<file path="config.mk">
export PLATFORM = sky130hd
export DESIGN_NAME = phase_control_test_sequencer_unit
export DESIGN_NICKNAME = d
export VERILOG_FILES = /design/src/rtl/pcts_pkg.sv /design/src/rtl/phase_control_test_sequencer_unit.sv
export VERILOG_INCLUDE_DIRS = /design/src /design/src/rtl
export SDC_FILE = /design/constraint.sdc
export NUM_CORES = 1
export LEC_CHECK = 0
export BUFFER_PORTS_ARGS = -buffer_cell sky130_fd_sc_hd__buf_2
export CORE_MARGIN = 4
export CORE_UTILIZATION = 45
export DETAILED_ROUTE_END_ITERATION = 10
export PLACE_DENSITY = 0.65
export SYNTH_ARGS = -nofsm -noshare
export SYNTH_HDL_FRONTEND = slang
export SYNTH_SLANG_ARGS = --single-unit
</file>
<file path="constraint.sdc">
create_clock -name clk -period 6.8 [get_ports clk]
set_clock_uncertainty 0.05 [all_clocks]
set_input_delay 1.02 -clock clk [delete_from_list [all_inputs] [get_ports clk]]
set_output_delay 1.02 -clock clk [all_outputs]
set_load 0.1 [all_outputs]
</file>
<file path="src/rtl/assert_macros.svh">
// Assertion macros shared by the RTL.
// Each macro expects a clock named clk and a reset named rst in scope.
`ifndef ASSERT_MACROS_SVH
`define ASSERT_MACROS_SVH

// The expression must hold at every clock edge outside reset.
`define ASSERT_ALWAYS(label, expr, msg) \
  label: assert property (@(posedge clk) disable iff (rst) (expr)) else $error(msg);

// The consequent must hold in the same cycle as the antecedent.
`define ASSERT_IMPLIES(label, ante, cons, msg) \
  label: assert property (@(posedge clk) disable iff (rst) (ante) |-> (cons)) else $error(msg);

// The consequent must hold in the cycle after the antecedent.
`define ASSERT_NEXT(label, ante, cons, msg) \
  label: assert property (@(posedge clk) disable iff (rst) (ante) |=> (cons)) else $error(msg);

`endif

</file>
<file path="src/rtl/pcts_pkg.sv">
`timescale 1ns / 1ps

package pcts_pkg;

  typedef enum logic [2:0] {
    ST_READY     = 3'd0,
    ST_WAIT_SYNC = 3'd1,
    ST_WAIT_ZERO = 3'd2,
    ST_TEST      = 3'd3,
    ST_FINISHED  = 3'd4
  } state_t;

  localparam logic [2:0] CMD_TICK   = 3'd0;
  localparam logic [2:0] CMD_START  = 3'd1;
  localparam logic [2:0] CMD_STOP   = 3'd2;
  localparam logic [2:0] CMD_ZERO   = 3'd3;
  localparam logic [2:0] CMD_UPDATE = 3'd4;

  localparam logic [1:0] REG_WORK_MODE   = 2'd0;
  localparam logic [1:0] REG_DURATION_MS = 2'd1;
  localparam logic [1:0] REG_MAX_RUN_S   = 2'd2;
  localparam logic [1:0] REG_ANGLE_DEG   = 2'd3;

  localparam logic [1:0] MODE_TIMED      = 2'd0;
  localparam logic [1:0] MODE_CONTINUOUS = 2'd1;
  localparam logic [1:0] MODE_FIRST_WAVE = 2'd2;

  localparam logic [7:0]  ANGLE_MIN        = 8'd5;
  localparam logic [7:0]  ANGLE_MAX        = 8'd175;
  localparam logic [7:0]  ANGLE_DEFAULT    = 8'd90;
  localparam logic [9:0]  MS_PER_S         = 10'd1000;
  localparam logic [31:0] DURATION_DEFAULT = 32'd1000;
  localparam logic [32:0] MAX_RUN_MS_DEFAULT = 33'd60000;

  localparam logic [31:0] COUNT_MAX = 32'hFFFF_FFFF;

  typedef struct packed {
    state_t      run_state;
    logic        fire_enable;
    logic        fire_pulse;
    logic [31:0] elapsed_out;
    logic [31:0] crossings_total;
    logic        ready_lamp;
    logic        alarm_lamp;
    logic        idle;
  } result_t;

endpackage

</file>
<file path="src/rtl/phase_control_test_sequencer_unit.sv">
// Phase-control test sequencer: one result for every input transfer.
// The result is registered in the output register, or in the skid register while that is stalled.
// Throughput: one item per cycle; an output register plus a skid register
// let input transfers continue while a result waits, and in_stall rises only
// when both hold a result. Synchronous active-high reset returns the run state,
// counters, LED latches, configuration registers and valid flags to their defaults at once.
`timescale 1ns / 1ps

`include "assert_macros.svh"

module phase_control_test_sequencer_unit (
  input  logic        clk,
  input  logic        rst,
  input  logic        in_valid,
  output logic        in_stall,
  input  logic [2:0]  command,
  input  logic        sync_present,
  input  logic        main_view,
  output logic        out_valid,
  input  logic        out_stall,
  output logic [2:0]  run_state,
  output logic        fire_enable,
  output logic        fire_pulse,
  output logic [31:0] elapsed_out,
  output logic [31:0] crossings_total,
  output logic        ready_lamp,
  output logic        alarm_lamp,
  output logic        idle,
  input  logic        cfg_we,
  input  logic [1:0]  cfg_index,
  input  logic [31:0] cfg_data
);

  logic [1:0]  work_mode;
  logic [31:0] duration_ms;
  logic [32:0] max_run_ms;
  logic [7:0]  angle_deg;
  logic [7:0]  angle_wr;

  pcts_pkg::state_t phase_state;
  pcts_pkg::state_t phase_state_next;
  logic        firing_on;
  logic        firing_on_next;
  logic [31:0] elapsed_ms;
  logic [31:0] elapsed_ms_next;
  logic        first_wave_done;
  logic        first_wave_done_next;
  logic [31:0] crossing_count;
  logic [31:0] crossing_count_next;
  logic        ready_lit;
  logic        ready_lit_next;
  logic        alarm_lit;
  logic        alarm_lit_next;
  logic        pulse;

  pcts_pkg::result_t res;
  pcts_pkg::result_t res_q;
  pcts_pkg::result_t skid_q;
  logic              skid_valid;
  logic              accept;
  logic              out_free;

  assign in_stall = skid_valid;
  assign accept   = in_valid && !skid_valid;
  assign out_free = !out_valid || !out_stall;

  always_comb begin
    if (cfg_data[7:0] < pcts_pkg::ANGLE_MIN) begin
      angle_wr = pcts_pkg::ANGLE_MIN;
    end else if (cfg_data[7:0] > pcts_pkg::ANGLE_MAX) begin
      angle_wr = pcts_pkg::ANGLE_MAX;
    end else begin
      angle_wr = cfg_data[7:0];
    end
  end

  always_ff @(posedge clk) begin
    if (rst) begin
      work_mode   <= pcts_pkg::MODE_TIMED;
      duration_ms <= pcts_pkg::DURATION_DEFAULT;
      max_run_ms  <= pcts_pkg::MAX_RUN_MS_DEFAULT;
      angle_deg   <= pcts_pkg::ANGLE_DEFAULT;
    end else if (cfg_we) begin
      case (cfg_index)
        pcts_pkg::REG_WORK_MODE: begin
          work_mode <= cfg_data[1:0];
        end
        pcts_pkg::REG_DURATION_MS: begin
          duration_ms <= cfg_data;
        end
        pcts_pkg::REG_MAX_RUN_S: begin
          max_run_ms <= 33'(cfg_data[22:0]) * 33'(pcts_pkg::MS_PER_S);
        end
        pcts_pkg::REG_ANGLE_DEG: begin
          angle_deg <= angle_wr;
        end
        default: begin
        end
      endcase
    end
  end

  // Next state of the run for the item at the input.
  always_comb begin
    logic dur_hit;
    logic max_hit;
    dur_hit = (work_mode != pcts_pkg::MODE_CONTINUOUS) && (elapsed_ms >= duration_ms);
    max_hit = {1'b0, elapsed_ms} >= max_run_ms;

    phase_state_next     = phase_state;
    firing_on_next       = firing_on;
    elapsed_ms_next      = elapsed_ms;
    first_wave_done_next = first_wave_done;
    crossing_count_next  = crossing_count;
    ready_lit_next       = ready_lit;
    alarm_lit_next       = alarm_lit;
    pulse                = 1'b0;

    case (command)
      pcts_pkg::CMD_TICK: begin
        if (elapsed_ms != pcts_pkg::COUNT_MAX) begin
          elapsed_ms_next = elapsed_ms + 32'd1;
        end
      end
      pcts_pkg::CMD_START: begin
        if (phase_state == pcts_pkg::ST_READY && sync_present) begin
          elapsed_ms_next      = '0;
          first_wave_done_next = 1'b0;
          firing_on_next       = 1'b1;
          phase_state_next     = pcts_pkg::ST_WAIT_SYNC;
        end
      end
      pcts_pkg::CMD_STOP: begin
        firing_on_next   = 1'b0;
        phase_state_next = pcts_pkg::ST_READY;
      end
      pcts_pkg::CMD_ZERO: begin
        if (phase_state == pcts_pkg::ST_WAIT_ZERO) begin
          phase_state_next     = pcts_pkg::ST_TEST;
          elapsed_ms_next      = '0;
          first_wave_done_next = 1'b0;
          firing_on_next       = 1'b1;
        end
        if (phase_state_next == pcts_pkg::ST_TEST) begin
          pulse = (work_mode != pcts_pkg::MODE_FIRST_WAVE) || !first_wave_done_next;
          first_wave_done_next = 1'b1;
          if (crossing_count != pcts_pkg::COUNT_MAX) begin
            crossing_count_next = crossing_count + 32'd1;
          end
        end
      end
      pcts_pkg::CMD_UPDATE: begin
        if (!sync_present && phase_state != pcts_pkg::ST_READY) begin
          firing_on_next   = 1'b0;
          phase_state_next = pcts_pkg::ST_READY;
        end
        if (phase_state_next == pcts_pkg::ST_TEST && max_hit) begin
          firing_on_next   = 1'b0;
          phase_state_next = pcts_pkg::ST_READY;
        end
        ready_lit_next = (phase_state_next == pcts_pkg::ST_READY) && sync_present;
        alarm_lit_next = !sync_present;
        if (!main_view) begin
          if (phase_state_next == pcts_pkg::ST_TEST && dur_hit) begin
            firing_on_next   = 1'b0;
            phase_state_next = pcts_pkg::ST_READY;
          end
        end else begin
          case (phase_state_next)
            pcts_pkg::ST_WAIT_SYNC: begin
              if (sync_present) begin
                phase_state_next = pcts_pkg::ST_WAIT_ZERO;
              end
            end
            pcts_pkg::ST_TEST: begin
              if (dur_hit) begin
                phase_state_next = pcts_pkg::ST_FINISHED;
              end
            end
            pcts_pkg::ST_FINISHED: begin
              firing_on_next   = 1'b0;
              phase_state_next = pcts_pkg::ST_READY;
            end
            pcts_pkg::ST_READY, pcts_pkg::ST_WAIT_ZERO: begin
            end
            default: begin
              phase_state_next = pcts_pkg::ST_READY;
            end
          endcase
        end
      end
      default: begin
      end
    endcase
  end

  // Result fields, taken from the state after the item.
  always_comb begin
    res.run_state   = phase_state_next;
    res.fire_enable = firing_on_next;
    res.fire_pulse  = pulse;
    if (phase_state_next == pcts_pkg::ST_TEST || phase_state_next == pcts_pkg::ST_FINISHED) begin
      res.elapsed_out = elapsed_ms_next;
    end else begin
      res.elapsed_out = '0;
    end
    res.crossings_total = crossing_count_next;
    res.ready_lamp      = ready_lit_next;
    res.alarm_lamp      = alarm_lit_next;
    res.idle            = (phase_state_next == pcts_pkg::ST_READY);
  end

  always_ff @(posedge clk) begin
    if (rst) begin
      phase_state     <= pcts_pkg::ST_READY;
      firing_on       <= 1'b0;
      elapsed_ms      <= '0;
      first_wave_done <= 1'b0;
      crossing_count  <= '0;
      ready_lit       <= 1'b0;
      alarm_lit       <= 1'b0;
    end else if (accept) begin
      phase_state     <= phase_state_next;
      firing_on       <= firing_on_next;
      elapsed_ms      <= elapsed_ms_next;
      first_wave_done <= first_wave_done_next;
      crossing_count  <= crossing_count_next;
      ready_lit       <= ready_lit_next;
      alarm_lit       <= alarm_lit_next;
    end
  end

  // The skid register holds a result only while the output register is
  // stalled, so results leave in the order of their input transfers.
  always_ff @(posedge clk) begin
    if (rst) begin
      out_valid  <= 1'b0;
      skid_valid <= 1'b0;
    end else if (out_free) begin
      if (skid_valid) begin
        out_valid  <= 1'b1;
        skid_valid <= 1'b0;
      end else begin
        out_valid <= accept;
      end
    end else if (accept) begin
      skid_valid <= 1'b1;
    end
  end

  always_ff @(posedge clk) begin
    if (out_free) begin
      if (skid_valid) begin
        res_q <= skid_q;
      end else if (accept) begin
        res_q <= res;
      end
    end else if (accept) begin
      skid_q <= res;
    end
  end

  assign run_state       = res_q.run_state;
  assign fire_enable     = res_q.fire_enable;
  assign fire_pulse      = res_q.fire_pulse;
  assign elapsed_out     = res_q.elapsed_out;
  assign crossings_total = res_q.crossings_total;
  assign ready_lamp      = res_q.ready_lamp;
  assign alarm_lamp      = res_q.alarm_lamp;
  assign idle            = res_q.idle;

  `ASSERT_ALWAYS(a_angle_range, (angle_deg >= pcts_pkg::ANGLE_MIN) && (angle_deg <= pcts_pkg::ANGLE_MAX), "Firing angle left its clamped range.")
  `ASSERT_ALWAYS(a_ready_firing, (phase_state == pcts_pkg::ST_READY) == !firing_on, "Firing enable disagrees with the run state.")
  `ASSERT_IMPLIES(a_skid_order, skid_valid, out_valid, "Skid register holds a result while the output register is empty.")
  `ASSERT_NEXT(a_skid_fill, accept && out_valid && out_stall, skid_valid, "Transfer during output stall was not kept in the skid register.")
  `ASSERT_NEXT(a_count_mono, 1'b1, crossing_count >= $past(crossing_count), "Zero-cross count decreased.")

endmodule
</file>
==> qor.csv, run 1 <==
metric,value,unit
I/O pin cnt,118,
GPL Wtd Cong,0.904,
crit-path cells,buf_2 > fa_1 > inv_1 > fa_1 > fa_1 > inv_1 > fa_1 > ha_1 > o21ai_0 > o21ai_0 > a211oi_1 > or3_1 > o2111ai_1 > o311ai_0 > o21ai_0 > xnor2_1 > o31ai_1,
period utilisation layout,0.779,
critical path arrival,5.72,ns
WL per Instance,16.7,um
RSZ-0062 raised after global routing,no,
area delta synth->final,10.9,%
crit-path most repeated cell,fa_1,
f_max,0.189,GHz
most frequent cell after synthesis,nand2_1,
Worst path slowest cell,fa_1,
"CP delay by family, top",adder cells,
initial antenna violation count,4,
clk buf depth,3,
Max Slew Vio Count,0,
GR Overflow Total,0,
post-synth net total,2127,
Netlist Area Pre-Place,17900,sq um
Site Rows,72,
Die Y,208,um
count of final setup violators,0,
iteration-0 DRC count of the detailed router,839,
Port Buffer Count,117,
vias post-DR,13644,
total power per unit cell area,297,nW/um^2
#FFs+latches synth,281,
post-cts gate resize count,0,
Setup TNS Final,0,ns
WP data required,7.23,ns
clock sinks,281,
max_cap viols,0,
status,completed,
pre-CTS WS,0.976,ns
antenna-violating nets left,0,
Final Core Density,0.510,
first-pass GRT wire length,69.2,mm
register area share after synthesis,0.394,
drt first pass iters,5,
Final min period,5.30,ns
"CTS clk-pin slew, worst paths",0.06,ns
Crit path depth,17,
Core Area,39000,sq um
"EDFF count, synth",144,
largest net degree at the start of global routing,91,
vias per cell,5.51,
Post-synth ARST share,0,
Syn Area/Cell,9.58,sq um
fillers,3589,
CTS tree,built,
R2R cell count,9,
Worst Max-Slew Pin Slew,1.12,ns
# hold bufs at CTS,0,
Total GRT Usage,0.188,
Hold Path Depth,2,
synth warn,0,
Die X,208,um
startpoint types,input port,
"top cells by area, synth","edfxtp_1 24%, dfxtp_1 15%, fa_1 9.2%",
"top cells by count, synth","261 x nand2_1, 162 x a21oi_1, 161 x nor2_1",
worst-path maximum fanout,7,
post-synth top area share,0.241,
Post-CTS Setup Inserts,0,
"slowest stage delay, CP",0.57,ns
DPL Wire Length,29.9,mm
clk_lat worst skew,0.57,ns
Yosys top cell by area,edfxtp_1,
max_slew headroom,0.250,
WL final,41.4,mm
root buffer cell,clkbuf_16,
TritonCTS Buffers,29,
critical path class,in -> reg,
Synth Flop Type,edfxtp_1,
Final #Nets,2188,
# DRC,0,
leakage power,7.56,nW
final hold vios,0,
Initial Utilization,0.459,
worst vdd ir,0.000193,V
CP Capture Type,flop,
Setup WS post-layout,1.50,ns
share of layout cells above drive strength 1,0.130,
CTS H-tree lvls,1,
worst path bufs/invs,3,
count of cell types in the netlist,79,
Die Area,43100,sq um
Hold Path Class,reg -> reg,
vias in the first global route,13109,
Synth Instances,1870,
-- registers in the layout, indices dropped and copies added, names as in the netlist --
register,flops
alarm_lamp,1
alarm_lit,1
crossing_count,32
crossings_total,32
duration_ms,32
elapsed_ms,32
elapsed_out,32
fire_enable,1
fire_pulse,1
firing_on,1
first_wave_done,1
idle,1
in_stall,1
max_run_ms,30
out_valid,1
phase_state,3
ready_lamp,1
ready_lit,1
run_state,3
skid_q,72
work_mode,2
-- worst register-to-register path, stage by stage (launching register included) --
cell and delay [ns]:
dfxtp_1 0.53, ha_1 0.32, a2111o_1 0.45, a2111oi_2 0.46
o211ai_1 0.26, a41oi_2 0.43, a211oi_2 0.14, nor2_1 0.66
nand2_1 0.73, o311ai_0 0.68
-- final cells by class --
type / instances / area (sq um) / area share
multi-input cells: 1382 / 10100 / 0.506
flip-flops and latches: 281 / 7070 / 0.356
clock buffers: 40 / 817 / 0.0411
repair buffers: 131 / 693 / 0.0349
well taps: 518 / 648 / 0.0326
inverters: 106 / 403 / 0.0203
clock inverters: 14 / 185 / 0.00932
diodes: 2 / 5.00 / 0.000252
-- layer usage --
layer  GRT usage  routed length (um)  vias to the layer above
li1            -                   -                     6785
met1       0.277               20100                     6484
met2       0.298               18600                      327
met3      0.0227                1990                       44
met4      0.0404                 675                        4
met5           0                  30                        -
-- layout by cell type (no fill, tap or decap), drive strengths merged, types with 8 or more instances in the layout --
cell,Yosys,layout
a211oi,41,41
a21o,17,17
a21oi,162,162
a31oi,10,10
and3,15,15
buf,30,131
clkbuf,71,40
clkinv,1,9
dfxtp,137,137
edfxtp,144,144
fa,82,82
ha,131,131
inv,105,107
mux2,40,40
nand2,261,261
nand3,39,39
nand4,35,35
nor2,163,163
nor3,38,38
nor4,17,17
o211ai,30,30
o21a,9,9
o21ai,58,58
o221ai,20,20
o31ai,9,9
or2,13,13
or3,25,25
or4,8,8
xnor2,50,50
xor2,32,32
-- where the power goes --
group	leakage [nW]	switching [mW]	internal (mW)
combinational	4.62	1.39	0.896
sequential	2.44	0.0606	1.88
clock	0.496	0.678	0.994
-- path summary, 6_finish.rpt --
| path | slack [ns] | to | start |
|---|---|---|---|
| worst max-delay path | 1.50 | max_run_ms[31]$_SDFFE_PP0P_ | cfg_data[0] |
| worst min-delay path | 0.40 | max_run_ms[29]$_SDFFE_PP0P_ | max_run_ms[29]$_SDFFE_PP0P_ |
| worst min register to register | 0.40 | max_run_ms[29]$_SDFFE_PP0P_ | max_run_ms[29]$_SDFFE_PP0P_ |
| worst max register to register | 1.83 | elapsed_out[12]$_DFFE_PP_ | elapsed_ms[13]$_SDFFE_PP0P_ |
-- stage by stage --
step	std cells	power, mW	hold slack, ns	area, sq um
5_1_grt	2474	6.30	0.423	19900
6_report	2474	5.90	0.402	19900
3_5_place_dp	2418	4.25	0.397	18900
3_3_place_gp	2418	4.21	0.391	18900
4_1_cts	2472	5.93	0.404	19900
2_1_floorplan	1870	3.78	0.382	17900
-- cell families after synthesis --
group           synth area share
flops                      0.394
simple gates               0.165
fa+ha+maj                  0.183
buf+inv                   0.0464
mux                       0.0274
xor+xnor                  0.0401
compound gates             0.144
No activity file was read; power rests on OpenSTA's default activity.
==> run 2: changes to the inputs <==
--- a/config.mk
+++ b/config.mk
@@ -10,7 +10,7 @@
 export CORE_MARGIN = 4
 export CORE_UTILIZATION = 45
 export DETAILED_ROUTE_END_ITERATION = 10
-export PLACE_DENSITY = 0.65
+export PLACE_DENSITY = 0.68
 export SYNTH_ARGS = -nofsm -noshare
 export SYNTH_HDL_FRONTEND = slang
 export SYNTH_SLANG_ARGS = --single-unit
==> constraint.sdc (replaced) <==
create_clock -name clk -period 4.4 [get_ports clk]
set_clock_uncertainty 0.05 [all_clocks]
set_input_delay 0.66 -clock clk [delete_from_list [all_inputs] [get_ports clk]]
set_output_delay 0.66 -clock clk [all_outputs]
set_load 0.1 [all_outputs]
==> qor.csv, run 2 (synthesis results as in run 1) <==
metric,value,unit,change
startpoint types,input port,,unchanged
Final min period,4.31,ns,
share of layout cells above drive strength 1,0.189,,was 0.130
"commonest non-fill, non-tap cells in the layout","261 x nand2_1, 159 x nor2_1, 158 x a21oi_1",,"was 261 x nand2_1, 161 x a21oi_1, 159 x nor2_1"
Core Area,39000,sq um,unchanged
# hold bufs at CTS,0,,unchanged
antenna-violating nets left,0,,unchanged
f_max,0.232,GHz,
Total GRT Usage,0.191,,was 0.188
post-route insts no fill,2573,,was 2474
max_slew headroom,0.322,,was 0.250
status,completed,,unchanged
Final Core Density,0.534,,was 0.510
"most common cell after layout, fill and taps aside",nand2_1,,unchanged
# DRC,0,,unchanged
Reg-to-Reg Start,duration_ms[13]$_SDFFE_PP0P_,,was elapsed_ms[13]$_SDFFE_PP0P_
initial antenna violation count,4,,unchanged
I/O pin cnt,118,,unchanged
placed insts,2515,,was 2418
critical path arrival,4.73,ns,was 5.72 ns
count of final setup violators,0,,unchanged
GR Overflow Total,0,,unchanged
Die Area,43100,sq um,unchanged
vias per cell,5.49,,was 5.51
Hold Crit Start,cfg_data[28],,was max_run_ms[29]$_SDFFE_PP0P_
worst vdd ir,0.000311,V,was 0.000193 V
CTS tree,built,,unchanged
max reg flops,72,,unchanged
Max Slew Vio Count,0,,unchanged
final hold vios,0,,unchanged
TritonCTS Buffers,29,,unchanged
worst-path maximum fanout,3,,was 7
Die Y,208,um,unchanged
iteration-0 DRC count of the detailed router,824,,was 839
total power per unit cell area,478,nW/um^2,was 297 nW/um^2
WL per Instance,16.3,um,was 16.7 um
Final #Nets,2287,,was 2188
area delta synth->final,16.3,%,was 10.9%
WL final,42.0,mm,was 41.4 mm
Initial Utilization,0.459,,unchanged
max_cap viols,0,,unchanged
final instance area,20800,sq um,was 19900 sq um
placed cell areas,19800,sq um,was 18900 sq um
Setup crit start,cfg_data[0],,unchanged
drt first pass iters,5,,unchanged
leakage power,8.03,nW,was 7.56 nW
"CTS clk-pin slew, worst paths",0.06,ns,about the same
period utilisation layout,0.980,,
fillers,3481,,was 3589
Worst Max-Slew Pin Slew,1.02,ns,was 1.12 ns
CP Capture Type,flop,,unchanged
clk_lat worst skew,0.56,ns,was 0.57 ns
Hold Path Class,in -> reg,,was reg -> reg
CTS H-tree lvls,1,,unchanged
root buffer cell,clkbuf_16,,unchanged
clk buf depth,3,,unchanged
first-pass GRT wire length,70.8,mm,was 69.2 mm
pre-CTS WS,-0.556,ns,was 0.976 ns
vias post-DR,14131,,was 13644
clock sinks,281,,unchanged
Port Buffer Count,117,,unchanged
RSZ-0062 raised after global routing,yes,,was no
Site Rows,72,,unchanged
Die X,208,um,unchanged
total area of sequential cells,7070,sq um,unchanged
vias in the first global route,13799,,was 13109
multi-input combinational cell area,10300,sq um,was 10100 sq um
DPL Wire Length,31.1,mm,was 29.9 mm
GPL Wtd Cong,0.890,,was 0.904
WP data required,4.82,ns,was 7.23 ns
largest net degree at the start of global routing,86,,was 91
Setup WS post-layout,0.0902,ns,was 1.50 ns
critical path class,in -> reg,,unchanged
Biggest register,skid_q,,unchanged
## run 2: changes by cell type in the layout (fill, tap and decap cells not counted), moves of 5 or more
cell,delta
buf_4,+96
ha_1,-12
ha_4,+12
o21ai_0,-8
fa_1,-5
fa_2,+5
## run 2: cell type report
type / count / share of cell area
clock buffer: 38 / 0.0375
tap: 518 / 0.0311
clock inverter: 16 / 0.00690
sequential: 281 / 0.339
inverter: 106 / 0.0193
timing repair buffer: 230 / 0.0715
antenna: 2 / 0.000240
multi-input combinational: 1382 / 0.494
## run 2: worst paths after layout
path | endpoint | slack (ns) | cells after the start
max reg2reg | skid_q[35]$_DFFE_PP_ | 0.68 | 13
min reg2reg | max_run_ms[25]$_SDFFE_PP0P_ | 0.40 | 2
min | duration_ms[28]$_SDFFE_PP0P_ | 0.29 | 3
max | max_run_ms[31]$_SDFFE_PP0P_ | 0.09 | 18
## run 2: report_power, final
group | internal, mW | switching [mW] | leakage (nW)
clock network | 1.37 | 1.03 | 0.462
registers | 2.90 | 0.0873 | 2.44
logic | 2.14 | 2.42 | 5.14
total | 6.42 | 3.54 | 8.03
## run 2: what timing repair did
item                       4_1_cts  5_1_grt
resized for setup                1       14
setup buffers                    0        3
pin swaps                        0       21
setup endpoints to repair        1        8
## run 2: metrics by stage
stage	hold WS (ns)	power (mW)	TNS [ns]
5_1_grt	0.276	10.6	-0.195
4_1_cts	0.263	9.93	0
3_5_place_dp	0.398	7.50	-5.15
3_3_place_gp	0.394	7.42	-4.68
2_1_floorplan	0.382	6.19	-0.107
6_report	0.292	9.95	0
## run 2: metal layers
metal,wire length (um),track usage
met3,2320,0.0281
met2,19300,0.312
met4,712,0.0363
met5,34,0
met1,19700,0.276
## run 2: critical path: stages
cell	delay, ns
buf_8	0.10
fa_1	0.56
inv_2	0.05
fa_1	0.48
fa_1	0.54
inv_2	0.04
fa_2	0.46
ha_4	0.30
o21ai_2	0.06
o21ai_2	0.19
a211oi_2	0.09
buf_4	0.16
or3_4	0.33
o2111ai_2	0.10
o311ai_2	0.15
o21ai_1	0.18
xnor2_1	0.08
o31ai_1	0.21
==> run 3: changes to the inputs <==
--- a/config.mk
+++ b/config.mk
@@ -10,7 +10,7 @@
 export CORE_MARGIN = 4
 export CORE_UTILIZATION = 45
 export DETAILED_ROUTE_END_ITERATION = 10
-export PLACE_DENSITY = 0.68
+export PLACE_DENSITY_LB_ADDON = 0.25
 export SYNTH_ARGS = -nofsm -noshare
 export SYNTH_HDL_FRONTEND = slang
 export SYNTH_SLANG_ARGS = --single-unit
==> qor.csv, run 3 (synthesis results as in run 1) <==
metric,value,unit,change
status,completed,,unchanged
Setup TNS Final,0,ns,unchanged
crit-path most repeated cell,fa_2,,was fa_1
drt first pass iters,5,,unchanged
Worst Max-Slew Pin Slew,1.04,ns,was 1.02 ns
Worst path slowest cell,fa_2,,was fa_1
Final Core Density,0.535,,was 0.534
leakage power,8.03,nW,about the same
first-pass GRT wire length,71.8,mm,was 70.8 mm
placed cell areas,19900,sq um,was 19800 sq um
antenna-violating nets left,0,,unchanged
Initial Utilization,0.459,,unchanged
"slowest stage delay, CP",0.55,ns,was 0.56 ns
startpoint types,input port,,unchanged
f_max,0.235,GHz,was 0.232 GHz
max_cap viols,0,,unchanged
Total GRT Usage,0.195,,was 0.191
clock sinks,281,,unchanged
Die X,208,um,unchanged
critical path class,in -> reg,,unchanged
"most common cell after layout, fill and taps aside",nand2_1,,unchanged
CP Capture Type,flop,,unchanged
Site Rows,72,,unchanged
RSZ-0062 raised after global routing,yes,,unchanged
iteration-0 DRC count of the detailed router,896,,was 824
share of layout cells above drive strength 1,0.191,,was 0.189
GR Overflow Total,0,,unchanged
WL final,42.6,mm,was 42.0 mm
Core Area,39000,sq um,unchanged
period utilisation layout,0.968,,was 0.980
TritonCTS Buffers,28,,was 29
# DRC,0,,unchanged
final instance area,20900,sq um,was 20800 sq um
clk buf depth,3,,unchanged
worst path bufs/invs,3,,was 4
clk_lat worst skew,0.56,ns,about the same
Die Y,208,um,unchanged
WP data required,4.76,ns,was 4.82 ns
"CTS clk-pin slew, worst paths",0.06,ns,about the same
"CP delay by family, top",adder cells,,unchanged
initial antenna violation count,0,,was 4
Final #Nets,2293,,was 2287
GPL Wtd Cong,0.862,,was 0.890
WL per Instance,16.5,um,was 16.3 um
largest net degree at the start of global routing,75,,was 86
fillers,3549,,was 3481
worst vdd ir,0.000293,V,was 0.000311 V
"commonest non-fill, non-tap cells in the layout","261 x nand2_1, 159 x nor2_1, 158 x a21oi_1",,unchanged
vias in the first global route,13759,,was 13799
Die Area,43100,sq um,unchanged
Biggest register,skid_q,,unchanged
Final min period,4.26,ns,was 4.31 ns
final hold vios,0,,unchanged
crit-path cells,buf_6 > buf_6 > fa_1 > fa_2 > fa_2 > fa_2 > ha_4 > nor3_2 > nor3_2 > a211oi_2 > buf_4 > or3_1 > o2111ai_2 > o311ai_2 > o21ai_1 > xnor2_1 > o31ai_1,,was buf_8 > fa_1 > inv_2 > fa_1 > fa_1 > inv_2 > fa_2 > ha_4 > o21ai_2 > o21ai_2 > a211oi_2 > buf_4 > or3_4 > o2111ai_2 > o311ai_2 > o21ai_1 > xnor2_1 > o31ai_1
Hold Path Class,in -> reg,,unchanged
DPL Wire Length,31.4,mm,was 31.1 mm
vias per cell,5.50,,was 5.49
CTS H-tree lvls,1,,unchanged
critical path arrival,4.62,ns,was 4.73 ns
total power per unit cell area,478,nW/um^2,about the same
total power,9.98,mW,was 9.95 mW
# hold bufs at CTS,0,,unchanged
Port Buffer Count,117,,unchanged
antenna cells,0,,was 2
root buffer cell,clkbuf_16,,unchanged
area delta synth->final,16.5,%,was 16.3%
count of final setup violators,0,,unchanged
max reg flops,72,,unchanged
CTS tree,built,,unchanged
I/O pin cnt,118,,unchanged
Max Slew Vio Count,0,,unchanged
worst-path maximum fanout,3,,unchanged
vias post-DR,14168,,was 14131
max_slew headroom,0.306,,was 0.322
-- run 3: worst paths after layout --
check / from / to / slack, ns / cells after the start
worst min-delay path: cfg_data[29] / duration_ms[29]$_SDFFE_PP0P_ / 0.29 / 3
worst max register to register: elapsed_ms[29]$_SDFFE_PP0P_ / elapsed_out[19]$_DFFE_PP_ / 0.62 / 11
worst min register to register: max_run_ms[29]$_SDFFE_PP0P_ / max_run_ms[29]$_SDFFE_PP0P_ / 0.40 / 2
worst max-delay path: cfg_data[1] / max_run_ms[31]$_SDFFE_PP0P_ / 0.14 / 17
-- run 3: tightest hold or removal path: stages --
cell     delay [ns]
buf_2          0.09
nand2_1        0.04
a21oi_1        0.05
-- run 3: layer usage --
metal  GRT usage  vias up  share of wire
li1            -     6975              -
met4      0.0367        0          0.015
met2       0.313      379           0.46
met1       0.285     6760           0.47
met3      0.0269       54          0.056
met5           0        -              0
-- run 3: layout make-up --
class                      instances  area [sq um]  area share
multi-input combinational       1382         10300       0.495
timing repair buffer             237          1530      0.0735
inverter                         106           403      0.0193
tap                              518           648      0.0310
sequential                       281          7070       0.339
clock inverter                    10          73.8     0.00354
clock buffer                      42           816      0.0391
-- run 3: metrics by stage --
step                      instances  worst slack, ns  hold slack (ns)
final                          2576            0.143            0.291
after global routing           2576          -0.0136            0.294
after CTS                      2572          0.00115            0.276
after detailed placement       2520           -0.562            0.396
after global placement         2520           -0.529            0.391
after floorplan                1870          -0.0490            0.382
-- run 3: repair_timing --
| action | in CTS | in global routing |
|---|---|---|
| endpoints found under the hold margin | 0 | 0 |
| resized for setup | 0 | 20 |
| endpoints found under the setup margin | 0 | 9 |
| buffers inserted | 0 | 4 |
-- run 3: where the power goes --
group	internal (mW)	switching, mW	total [mW]
combinational	2.19	2.49	4.68
clock	1.29	1.02	2.31
sequential	2.90	0.0903	2.99
